**src/preamble_timing_metric_defines.svh**
```systemverilog
// Assertion macros for the preamble timing metric block.
`ifndef PREAMBLE_TIMING_METRIC_DEFINES_SVH
`define PREAMBLE_TIMING_METRIC_DEFINES_SVH
`ifndef SYNTHESIS
// Same-cycle implication.
`define PTM_ASSERT_IMP(lbl, ck, rs, ante, cons, msg) \
  lbl: assert property (@(posedge ck) disable iff (rs) (ante) |-> (cons)) else $error(msg);
// Next-cycle implication.
`define PTM_ASSERT_NXT(lbl, ck, rs, ante, cons, msg) \
  lbl: assert property (@(posedge ck) disable iff (rs) (ante) |=> (cons)) else $error(msg);
`else
`define PTM_ASSERT_IMP(lbl, ck, rs, ante, cons, msg)
`define PTM_ASSERT_NXT(lbl, ck, rs, ante, cons, msg)
`endif
`endif

```
**src/ptm_pkg.sv**
```systemverilog
// Shared types and constants for the preamble timing metric block.
`default_nettype none
package ptm_pkg;
  localparam int MAX_BLOCK   = 512;
  localparam int DEPTH       = MAX_BLOCK + 1;
  localparam int ADDR_W      = 10;
  localparam int SAMPLE_BITS = 16;
  localparam int WORD_W      = 2 * SAMPLE_BITS;
  localparam int CORR_W      = 42;
  localparam int EN_W        = 41;
  localparam int SQ_W        = 84;
  localparam int DIV_W       = 107;
  localparam int METRIC_W    = 24;
  localparam int CNT_W       = 10;
  localparam int SQ_STEPS    = 9;
  localparam int DIV_STEPS   = METRIC_W + 1;

  localparam logic [1:0] METHOD_SC   = 2'd0;
  localparam logic [1:0] METHOD_MINN = 2'd1;
  localparam logic [1:0] METHOD_PARK = 2'd2;

  localparam logic [1:0] REG_METHOD       = 2'd0;
  localparam logic [1:0] REG_PREAMBLE_LEN = 2'd1;

  typedef enum logic [2:0] {
    ST_IDLE, ST_SUM, ST_DRAIN, ST_SQ, ST_SQ_WAIT, ST_DIV_INIT, ST_DIV, ST_DONE
  } state_t;

  typedef struct packed {
    logic             accept;
    logic             clr_acc;
    logic             issue;
    logic             park_shift;
    logic             sq_issue;
    logic             div_init;
    logic             div_step;
    logic             div_first;
    logic             load;
    logic [CNT_W-1:0] cnt;
  } cmd_t;

  typedef struct packed {
    logic       full;
    logic       fill_last;
    logic       park;
    logic [8:0] half;
    logic       busy;
    logic       energy_zero;
    logic       out_busy;
  } sts_t;
endpackage
`default_nettype wire

```
**src/ptm_ctrl.sv**
```systemverilog
// Sequencer for the preamble timing metric: fill, sums, squares, divide, hand-off.
`default_nettype none
module ptm_ctrl (
  input  wire logic          clk,
  input  wire logic          rst,
  input  wire logic          in_valid,
  output      logic          in_ready,
  input  wire ptm_pkg::sts_t sts,
  output      ptm_pkg::cmd_t cmd
);
  import ptm_pkg::*;

  state_t           state, state_next;
  logic [CNT_W-1:0] cnt, cnt_next;
  logic             go;

  always_ff @(posedge clk) begin
    if (rst) begin
      state <= ST_IDLE;
      cnt   <= '0;
    end else begin
      state <= state_next;
      cnt   <= cnt_next;
    end
  end

  always_comb begin
    state_next = state;
    cnt_next   = cnt;
    cmd        = '0;
    cmd.cnt    = cnt;
    in_ready   = 1'b0;
    go         = sts.full || (sts.fill_last && !sts.park);
    unique case (state)
      ST_IDLE: begin
        in_ready = 1'b1;
        if (in_valid) begin
          cmd.accept = 1'b1;
          if (go) begin
            cmd.clr_acc = 1'b1;
            cnt_next    = '0;
            state_next  = ST_SUM;
          end
        end
      end
      ST_SUM: begin
        cmd.issue = 1'b1;
        if (cnt == {1'b0, sts.half} - CNT_W'(1)) begin
          state_next = ST_DRAIN;
        end else begin
          cnt_next = cnt + CNT_W'(1);
        end
      end
      ST_DRAIN: begin
        if (!sts.busy) begin
          cmd.park_shift = sts.park;
          cnt_next       = '0;
          state_next     = sts.energy_zero ? ST_DONE : ST_SQ;
        end
      end
      ST_SQ: begin
        cmd.sq_issue = 1'b1;
        if (cnt == CNT_W'(SQ_STEPS - 1)) begin
          state_next = ST_SQ_WAIT;
        end else begin
          cnt_next = cnt + CNT_W'(1);
        end
      end
      ST_SQ_WAIT: state_next = ST_DIV_INIT;
      ST_DIV_INIT: begin
        cmd.div_init = 1'b1;
        cnt_next     = '0;
        state_next   = ST_DIV;
      end
      ST_DIV: begin
        cmd.div_step  = 1'b1;
        cmd.div_first = (cnt == '0);
        if (cnt == CNT_W'(DIV_STEPS - 1)) begin
          state_next = ST_DONE;
        end else begin
          cnt_next = cnt + CNT_W'(1);
        end
      end
      ST_DONE: begin
        if (!sts.out_busy) begin
          cmd.load   = 1'b1;
          state_next = ST_IDLE;
        end
      end
      default: state_next = ST_IDLE;
    endcase
  end
endmodule
`default_nettype wire

```
**config.mk**
```make
export PLATFORM = sky130hd
export DESIGN_NAME = ptm_ctrl
export DESIGN_NICKNAME = d
export VERILOG_FILES = /design/src/preamble_timing_metric_defines.svh /design/src/ptm_pkg.sv /design/src/ptm_ctrl.sv
export SDC_FILE = /design/constraint.sdc
export NUM_CORES = 1
export LEC_CHECK = 0
export BUFFER_PORTS_ARGS = -buffer_cell sky130_fd_sc_hd__buf_4
export CAP_MARGIN = 5
export CORE_ASPECT_RATIO = 2
export CORE_MARGIN = 3
export CORE_UTILIZATION = 45
export DETAILED_ROUTE_END_ITERATION = 7
export MAX_ROUTING_LAYER = met4
export PLACE_DENSITY = 0.8
export RECOVER_POWER = 25
export SYNTH_ARGS = -nofsm -noshare
export SYNTH_HDL_FRONTEND = slang
export SYNTH_SLANG_ARGS = --single-unit
```
**constraint.sdc**
```tcl
create_clock -name clk -period 4.1 [get_ports clk]
set_input_delay 0.82 -clock clk [delete_from_list [all_inputs] [get_ports clk]]
set_output_delay 0.82 -clock clk [all_outputs]
set_load 0.005 [all_outputs]
```
; ---- Word-level counts from Yosys, hierarchy flattened
; Index checks and enable logic that the tools add are counted.
[totals]
reg_bits = 13
inputBits = 18
out_inout_bits = 20
[classes]
addsub = 2
n_eq_ne = 20
mux = 28
reduce_logical = 8
[op_table]
columns = cell, count
row1 = $mux W10, 6
row2 = $pmux W10 S6, 1
row3 = $mux W3, 8
row4 = $pmux W3 S8, 1
row5 = $ne A2 B2 Y1 const B, 10
row6 = $reduce_and A7 Y1, 2
row7 = $eq A3 B3 Y1 const B, 4
row8 = $add A10 B1 Y10 const B, 1
row9 = $eq A10 B10 Y1, 1
row10 = $eq A10 B4 Y1 const B, 1
row11 = $eq A10 B5 Y1 const B, 1
row12 = $logic_not A10 Y1, 1
row13 = $sub A9 B1 Y10 const B, 1
row14 = $mux W1, 9
row15 = $eq A3 B2 Y1 const B, 2
row16 = $mux W2, 3
row17 = $reduce_bool A6 Y1, 1
row18 = $eq A3 B1 Y1 const B, 1
row19 = $logic_not A3 Y1, 1
row20 = $logic_and A1 B1 Y1, 1
row21 = $logic_not A1 Y1, 1
row22 = $logic_or A1 B1 Y1, 1

; ---- Logic depth before layout (Yosys ltp)
; Gate-level depths: netlist of run 1.
[depth]
depth_word = 6
ltp_mapped = 10
mapped_depth_nobuf = 9

; ---- Worst setup path after synthesis of run 1
; No wires, ideal clock.
[synth_path]
kind = input to register
startpoint = in sts[3] (netlist name)
endpoint = reg cnt[1]
setup_ns = 0.129
arrival_time_ns = 3.010
t_required_ns = 3.971
slack_ns = 0.961
stages = 10
n_path_buf = 1
cell_sequence = inv_1 ha_1 or4b_4 or4_1 o311ai_1 a21oi_2 o41ai_4 buf_6 mux2i_1 nor2_1
[synth_between]
elab_chain_cells = 4
[synth_rtl]
columns = item, line_no
row1 = from (decl), ptm_ctrl.sv:8  ; input wire ptm_pkg::sts_t sts,
row2 = $sub A9 B1 Y10, ptm_ctrl.sv:48  ; if (cnt == {1'b0, sts.half} - CNT_W'(1)) begin
row3 = $eq A10 B10 Y1, ptm_ctrl.sv:48
row4 = $ne A2 B2 Y1 (no source line), -
row5 = $reduce_and A7 Y1 (no source line), -
row6 = to (signal assigned), ptm_ctrl.sv:23  ; cnt <= cnt_next;
row7 = to (decl), ptm_ctrl.sv:14  ; logic [CNT_W-1:0] cnt, cnt_next;
; No other way between the ends.
; A chain may end at the register's enable or synchronous reset.

; ---- Final worst setup path of run 1
; Same ends and word-level chain as after synthesis.

==> results of run 1 <==
state kept, by name, summed over array words and instances (netlist names):
| name | cells |
|---|---|
| state | 3 |
| cnt | 10 |
metrics by stage:
| stage | cell area (um2) | worst slack, ps | power, mW |
|---|---|---|---|
| final | 1520 | 992 | 0.335 |
| after global routing | 1520 | 861 | 0.356 |
| after CTS | 1520 | 985 | 0.338 |
| after detailed placement | 1480 | 755 | 0.227 |
| after global placement | 1480 | 817 | 0.223 |
| after floorplan | 1200 | 961 | 0.191 |
power groups by stage:
stage                     clock (mW)  sequential (mW)  combinational, mW
after CTS                      0.114            0.138             0.0863
after global placement             0            0.141             0.0823
after global routing           0.121            0.139             0.0959
final                          0.111            0.138             0.0857
after detailed placement           0            0.141             0.0857
after floorplan                    0            0.136             0.0548
worst max-delay path, delay by kind of cell:
family	cells	cell delay, ps
buffers and inverters	3	420
and+or+nand+nor	3	1070
adders and majority gates	1	210
muxes	1	210
AOI/OAI and AO/OA	3	490
synth_stat cells (4+ instances only):
cell type and instances:
a21oi_1 12, and2_1 4, and3b_1 4, clkbuf_1 8, dfxtp_1 13, inv_1 7
nand2_1 6, nand2b_1 4, nand3_1 5, nand4_1 4, nor2_1 13, nor3_1 6
o21a_1 4, o21ai_0 4, o21ai_1 7, or3_1 10, xor2_1 4
layout by cell type (no fill, tap or decap), types with 4 or more instances in the layout:
| cell | instances |
|---|---|
| buf_4 | 30 |
| nor2_1 | 13 |
| dfxtp_1 | 13 |
| a21oi_1 | 12 |
| or3_1 | 10 |
| clkbuf_4 | 8 |
| inv_1 | 7 |
| o21ai_1 | 7 |
| nand2_1 | 6 |
| nor3_1 | 6 |
| nand3_1 | 5 |
| o21ai_0 | 4 |
| and3b_1 | 4 |
| nand2b_1 | 4 |
| and2_1 | 4 |
| o21a_1 | 4 |
| xor2_1 | 4 |
| nand4_1 | 4 |
routing by layer:
metal	GRT usage, %	vias up	part of all wire, %
met4	7.79	0	3.0
li1	-	661	-
met5	-	-	0
met1	20.3	609	37
met2	38.1	36	56
met3	3.17	10	3.7
cell families (layout without fill, tap and decap cells):
logic type                 Yosys count  count (layout)  synth area share [%]
and+or+nand+nor                     75              75                  37.9
AOI/OAI and AO/OA                   44              44                  24.6
buffers and inverters               17              49                  5.93
DFF                                 13              13                  21.6
xor gates and xnor gates             7               7                  5.09
adders and majority gates            3               3                  3.12
muxes                                2               2                  1.66
final cells by class:
type                       instances  area share [%]
tap                               27            2.22
timing repair buffer              38            18.7
inverter                           7            1.73
clock buffer                       4            2.96
multi-input combinational        131            57.3
sequential                        13            17.1
worst max-delay path by stage:
stage / endpoint / depth (start not counted)
finish: cnt[1] / 11
global route: cnt[1] / 11
CTS: cnt[1] / 11
detailed placement: cnt[1] / 11
global placement: cnt[1] / 11
floorplan: cnt[1] / 10
==> qor.yml, run 1 <==
run_status:
  outcome: "finished, final reports clean"
power_and_ir_drop:
  power_density_mw_per_mm2: 220
  p_int_mw: 0.241
  p_clk_share_pct: 33.1
  p_leak_nw: 0.616
  p_seq_share_pct: 41.3
  switchingPower_mw: 0.0942
  peakVddDrop_v: 0.000251
  p_sw_share_pct: 28.1
  power_frac_comb_pct: 25.6
logic_synthesis:
  avgSynthCellArea_um2: 7.48
  synth_area_leaders: "dfxtp_1 22%, or3_1 5.2%, a21oi_1 5.0%"
  synth_seq_cells: 13
  ys_warn_count: 0
  synth_flop_cell: "dfxtp_1"
  synth.distinct_cells: 44
  async_reset_ff_share_pct: 0
  ys_seq_area_share_pct: 21.6
  synth_edf_count: 0
  synth.top_cell.area_share_pct: 21.6
  synth_fp_nets: 182
  synth_area_leader_cell: "dfxtp_1"
  netlist_instances: 161
  synthesis.area_mm2: 0.00120
finish:
  drive_gt1_share_pct: 23.8
  fill_cells: 227
  final_cells: 220
  seq_area_um2: 260
  nNetsFinal: 215
  antennaDiodeCount: 0
  multi_input_area_um2: 872
  synthToLayoutAreaGrowth_pct: 26.5
  final_core_util_pct: 61.6
route:
  vias: 1316
  first_pass_iters: 4
  drt_iter0_drc: 15
  wl_per_cell_um: 14.6
  routed_wl_um: 3210
  final_antenna_net_count: 0
  via_per_inst: 5.98
  route.detailed.drc: 0
global_routing:
  grt_max_degree: 19
  grt_pass1_wl_um: 5460
  grt_usage_pct: 20.3
  grt_pass1_vias: 1254
  grt_overflow_total: 0
  antenna_found_initial: 0
clocking:
  cts_setup_buffers: 0
  numCtsBuffers: 3
  cts_resized: 0
  holdBufCountCts: 0
  root_buffer: "clkbuf_8"
  path_clk_slew_ps: 50
  clkLatencyLatePin_ps: 230
  cts_sinks: 13
  cts_tree: "built"
  clock_path_buffers: 2
  htreeDepth: 1
floorplanning:
  initial_core_util_pct: 48.7
  fp.dieH_um: 79.1
  fp.dieW_um: 42.6
  rows: 25
  core_area_mm2: 0.00247
  io-pin-count: 38
  dieArea_mm2: 0.00337
setup_path:
  cp_slowest_cell: "or4b_4"
  crit_chain: "buf_4, inv_1, ha_1, or4b_4, or4_1, o311ai_1, a21oi_2, o41ai_4, buf_4, mux2i_1, nor2_1"
  crit_path_end_kind: "flip-flop"
  worstSetupStartpoint: "sts[3]"
  slowest_delay_ps: 510
  start_kind: "input port"
  worstReg2RegStart: "cnt[0]"
  critPathMaxFanout: 18
  required_ps: 4210
  r2r-end: "cnt[1]"
  path_class: "input port to flip-flop"
  cp_common_cell: "buf_4"
  arrival_ps: 3220
  rr_worst_depth: 10
  rrSetupSlack_ps: 1590
place:
  placed_cells: 216
  globalplace.congestion: 0.851
  place_hpwl_um: 2570
  io_buffers: 37
timing:
  setup-violations-final: 0
  worst_pin_slew_ps: 565
  slew_headroom_pct: 62.1
  maxSlewViolCount: 0
  tns_ps: 0
  finalCritPeriodShare_pct: 75.8
  clock.fmax_ghz: 0.322
  rsz0062_at_grt: "false"
  clock_skew_ps: 0.408
  min_period_ps: 3110
  final_hold_viol_count: 0
  whs_ps: 578
hold_path:
  hold_path_depth: 2
  hold_end: "cnt[8]"
  holdCritStartpoint: "cnt[8]"
  min_path_type: "flip-flop to flip-flop"
job:
  maxCapViolations: 0
No activity file was read; power rests on OpenSTA's default activity.
==> inputs of run 2 (changes only) <==
--- a/config.mk
+++ b/config.mk
@@ -5,6 +5,7 @@
 export SDC_FILE = /design/constraint.sdc
 export NUM_CORES = 1
 export LEC_CHECK = 0
+export ABC_AREA = 1
 export BUFFER_PORTS_ARGS = -buffer_cell sky130_fd_sc_hd__buf_4
 export CAP_MARGIN = 5
 export CORE_ASPECT_RATIO = 2
@@ -12,7 +13,7 @@
 export CORE_UTILIZATION = 45
 export DETAILED_ROUTE_END_ITERATION = 7
 export MAX_ROUTING_LAYER = met4
-export PLACE_DENSITY = 0.8
+export PLACE_DENSITY = 0.78
 export RECOVER_POWER = 25
 export SYNTH_ARGS = -nofsm -noshare
 export SYNTH_HDL_FRONTEND = slang
==> constraint.sdc (replaced) <==
create_clock -name clk -period 3.12 [get_ports clk]
set_input_delay 0.624 -clock clk [delete_from_list [all_inputs] [get_ports clk]]
set_output_delay 0.624 -clock clk [all_outputs]
set_load 0.005 [all_outputs]
==> qor.yml, run 2 <==
run_status:
  outcome: "finished, final reports clean"  # unchanged
timing:
  final_hold_viol_count: 0  # unchanged
  clock.fmax_ghz: 0.468
  maxSlewViolCount: 0  # unchanged
  rsz0062_at_grt: "false"  # unchanged
  min_period_ps: 2140
  tns_ps: 0  # unchanged
  clock_skew_ps: 1.89  # was 0.408 ps
  worst_slack_ps: 985  # was 992 ps
  whs_ps: 547  # was 578 ps
  worst_pin_slew_ps: 474  # was 565 ps
  finalCritPeriodShare_pct: 68.4
  slew_headroom_pct: 68.4  # was 62.1%
  setup-violations-final: 0  # unchanged
logic_synthesis:
  synth_common_cells: "65 x nand2_1, 40 x nor2_1, 25 x inv_1"  # was 13 x dfxtp_1, 13 x nor2_1, 12 x a21oi_1
  yosysMostFrequentCell: "nand2_1"
  synth_area_leaders: "dfxtp_1 18%, nand2_1 17%, nor2_1 11%"  # was dfxtp_1 22%, or3_1 5.2%, a21oi_1 5.0%
  synth_area_leader_cell: "dfxtp_1"  # unchanged
  synth_edf_count: 0  # unchanged
  synthesis.area_mm2: 0.00141  # was 0.00120 mm2
  synth_seq_cells: 13  # unchanged
  avgSynthCellArea_um2: 5.89  # was 7.48 um2
  synth.top_cell.area_share_pct: 18.4  # was 21.6%
  netlist_instances: 240  # was 161
  synth_flop_cell: "dfxtp_1"  # unchanged
  ys_seq_area_share_pct: 18.4  # was 21.6%
  synth.distinct_cells: 31  # was 44
  async_reset_ff_share_pct: 0  # unchanged
  synth_fp_nets: 261  # was 182
  ys_warn_count: 0  # unchanged
global_routing:
  antenna_found_initial: 0  # unchanged
  grt_pass1_wl_um: 6110  # was 5460 um
  grt_usage_pct: 20.9  # was 20.3%
  grt_pass1_vias: 1523  # was 1,254
  grt_overflow_total: 0  # unchanged
  grt_max_degree: 13  # was 19
clocking:
  holdBufCountCts: 0  # unchanged
  cts_sinks: 13  # unchanged
  cts_tree: "built"  # unchanged
  htreeDepth: 1  # unchanged
  cts_resized: 0  # unchanged
  path_clk_slew_ps: 50  # about the same
  cts_setup_buffers: 0  # unchanged
  root_buffer: "clkbuf_8"  # unchanged
  clkLatencyLatePin_ps: 250  # was 230 ps
  clock_path_buffers: 2  # unchanged
  numCtsBuffers: 3  # unchanged
finish:
  antennaDiodeCount: 0  # unchanged
  layout_commonest_cell: "nand2_1"  # was buf_4
  drive_gt1_share_pct: 27.2  # was 23.8%
  fill_cells: 307  # was 227
  design_area_mm2: 0.00174  # was 0.00152 mm2
  final_cell_mix: "65 x nand2_1, 40 x nor2_1, 29 x buf_4"  # was 30 x buf_4, 13 x nor2_1, 13 x dfxtp_1
  final_core_util_pct: 58.4  # was 61.6%
  largest_reg_flops: 10  # unchanged
  nNetsFinal: 298  # was 215
  reg_top3: "cnt (10), state (3)"  # unchanged
  synthToLayoutAreaGrowth_pct: 23.0  # was 26.5%
  top_register: "cnt"  # unchanged
  final_cells: 306  # was 220
route:
  wl_per_cell_um: 11.9  # was 14.6 um
  via_per_inst: 5.11  # was 5.98
  route.detailed.drc: 0  # unchanged
  routed_wl_um: 3630  # was 3210 um
  drt_iter0_drc: 44  # was 15
  final_antenna_net_count: 0  # unchanged
  vias: 1563  # was 1,316
  first_pass_iters: 4  # unchanged
power_and_ir_drop:
  peakVddDrop_v: 0.000377  # was 0.000251 V
  finalPower_mw: 0.872  # was 0.335 mW
  p_leak_nw: 0.813  # was 0.616 nW
  power_density_mw_per_mm2: 502  # was 220 mW/mm2
hold_path:
  min_path_type: "flip-flop to flip-flop"  # unchanged
place:
  io_buffers: 37  # unchanged
  globalplace.congestion: 0.872  # was 0.851
  placed_cells: 302  # was 216
  placed_cell_area_mm2: 0.00169  # was 0.00148 mm2
  post-place-ws_ps: 733  # was 755 ps
  place_hpwl_um: 2960  # was 2570 um
floorplanning:
  fp.dieW_um: 45.6  # was 42.6 um
  core_area_mm2: 0.00298  # was 0.00247 mm2
  fp.dieH_um: 85.2  # was 79.1 um
  initial_core_util_pct: 47.4  # was 48.7%
  dieArea_mm2: 0.00389  # was 0.00337 mm2
  io-pin-count: 38  # unchanged
  rows: 28  # was 25
job:
  maxCapViolations: 0  # unchanged
setup_path:
  required_ps: 3260  # was 4210 ps
  path_class: "input port to flip-flop"  # unchanged
  slowest_delay_ps: 250  # was 510 ps
  arrival_ps: 2270  # was 3220 ps
  crit_path_end_kind: "flip-flop"  # unchanged
  cp_common_cell: "nand2_1"  # was buf_4
  crit_chain: "buf_4, inv_1, ha_1, inv_1, nand2_1, nand2_1, nand2_1, nor2_1, nand3_1, nor2_2, nand4_4, nand2_2, nand2_1, nand2_1, nor2_2"  # was buf_4, inv_1, ha_1, or4b_4, or4_1, o311ai_1, a21oi_2, o41ai_4, buf_4, mux2i_1, nor2_1
  start_kind: "input port"  # unchanged
  cp_slowest_cell: "ha_1"  # was or4b_4
  critPathMaxFanout: 11  # was 18
-- run 2: power breakdown --
group	switching (mW)	total, mW	internal [mW]
sequential	0.0412	0.233	0.192
combinational	0.308	0.486	0.178
clock	0.0623	0.153	0.0904
total	0.411	0.872	0.461
-- run 2: final cells by class --
type | instances | area (um2) | area share (%)
well taps | 30 | 37.5 | 2.16
multi-input cells | 188 | 990 | 56.9
repair buffers | 37 | 278 | 16.0
clock buffers | 4 | 45.0 | 2.59
inverters | 34 | 128 | 7.34
flip-flops and latches | 13 | 260 | 15.0
-- run 2: logic make-up (layout without fill, tap and decap cells) --
| kind of cell | after synthesis | after routing | share of synthesized area (%) |
|---|---|---|---|
| xor+xnor | 13 | 13 | 8.06 |
| compound gates | 20 | 20 | 10.1 |
| buf+inv | 39 | 75 | 11.5 |
| fa+ha+maj | 3 | 3 | 2.66 |
| flops | 13 | 13 | 18.4 |
| simple gates | 152 | 152 | 49.2 |
-- run 2: final timing paths --
check / startpoint / endpoint / slack (ps) / cells past startpoint
max: sts[3] / cnt[1] / 980 / 15
min: cnt[6] / cnt[6] / 550 / 2
max reg2reg: cnt[0] / cnt[2] / 1080 / 10
min reg2reg: cnt[6] / cnt[6] / 550 / 2
-- run 2: routing by layer --
| layer | track usage, % | vias to the layer above | part of all wire (%) |
|---|---|---|---|
| met5 | - | - | 0 |
| met4 | 8.27 | 0 | 1.6 |
| li1 | - | 821 | - |
| met2 | 39.7 | 39 | 57 |
| met1 | 19.9 | 698 | 37 |
| met3 | 1.49 | 5 | 4.2 |
-- run 2: critical path: cells and delay by family --
family	cells	cell delay, ps
AND/OR/NAND/NOR	11	1120
buffers and inverters	3	270
adder cells (fa/ha/maj)	1	250
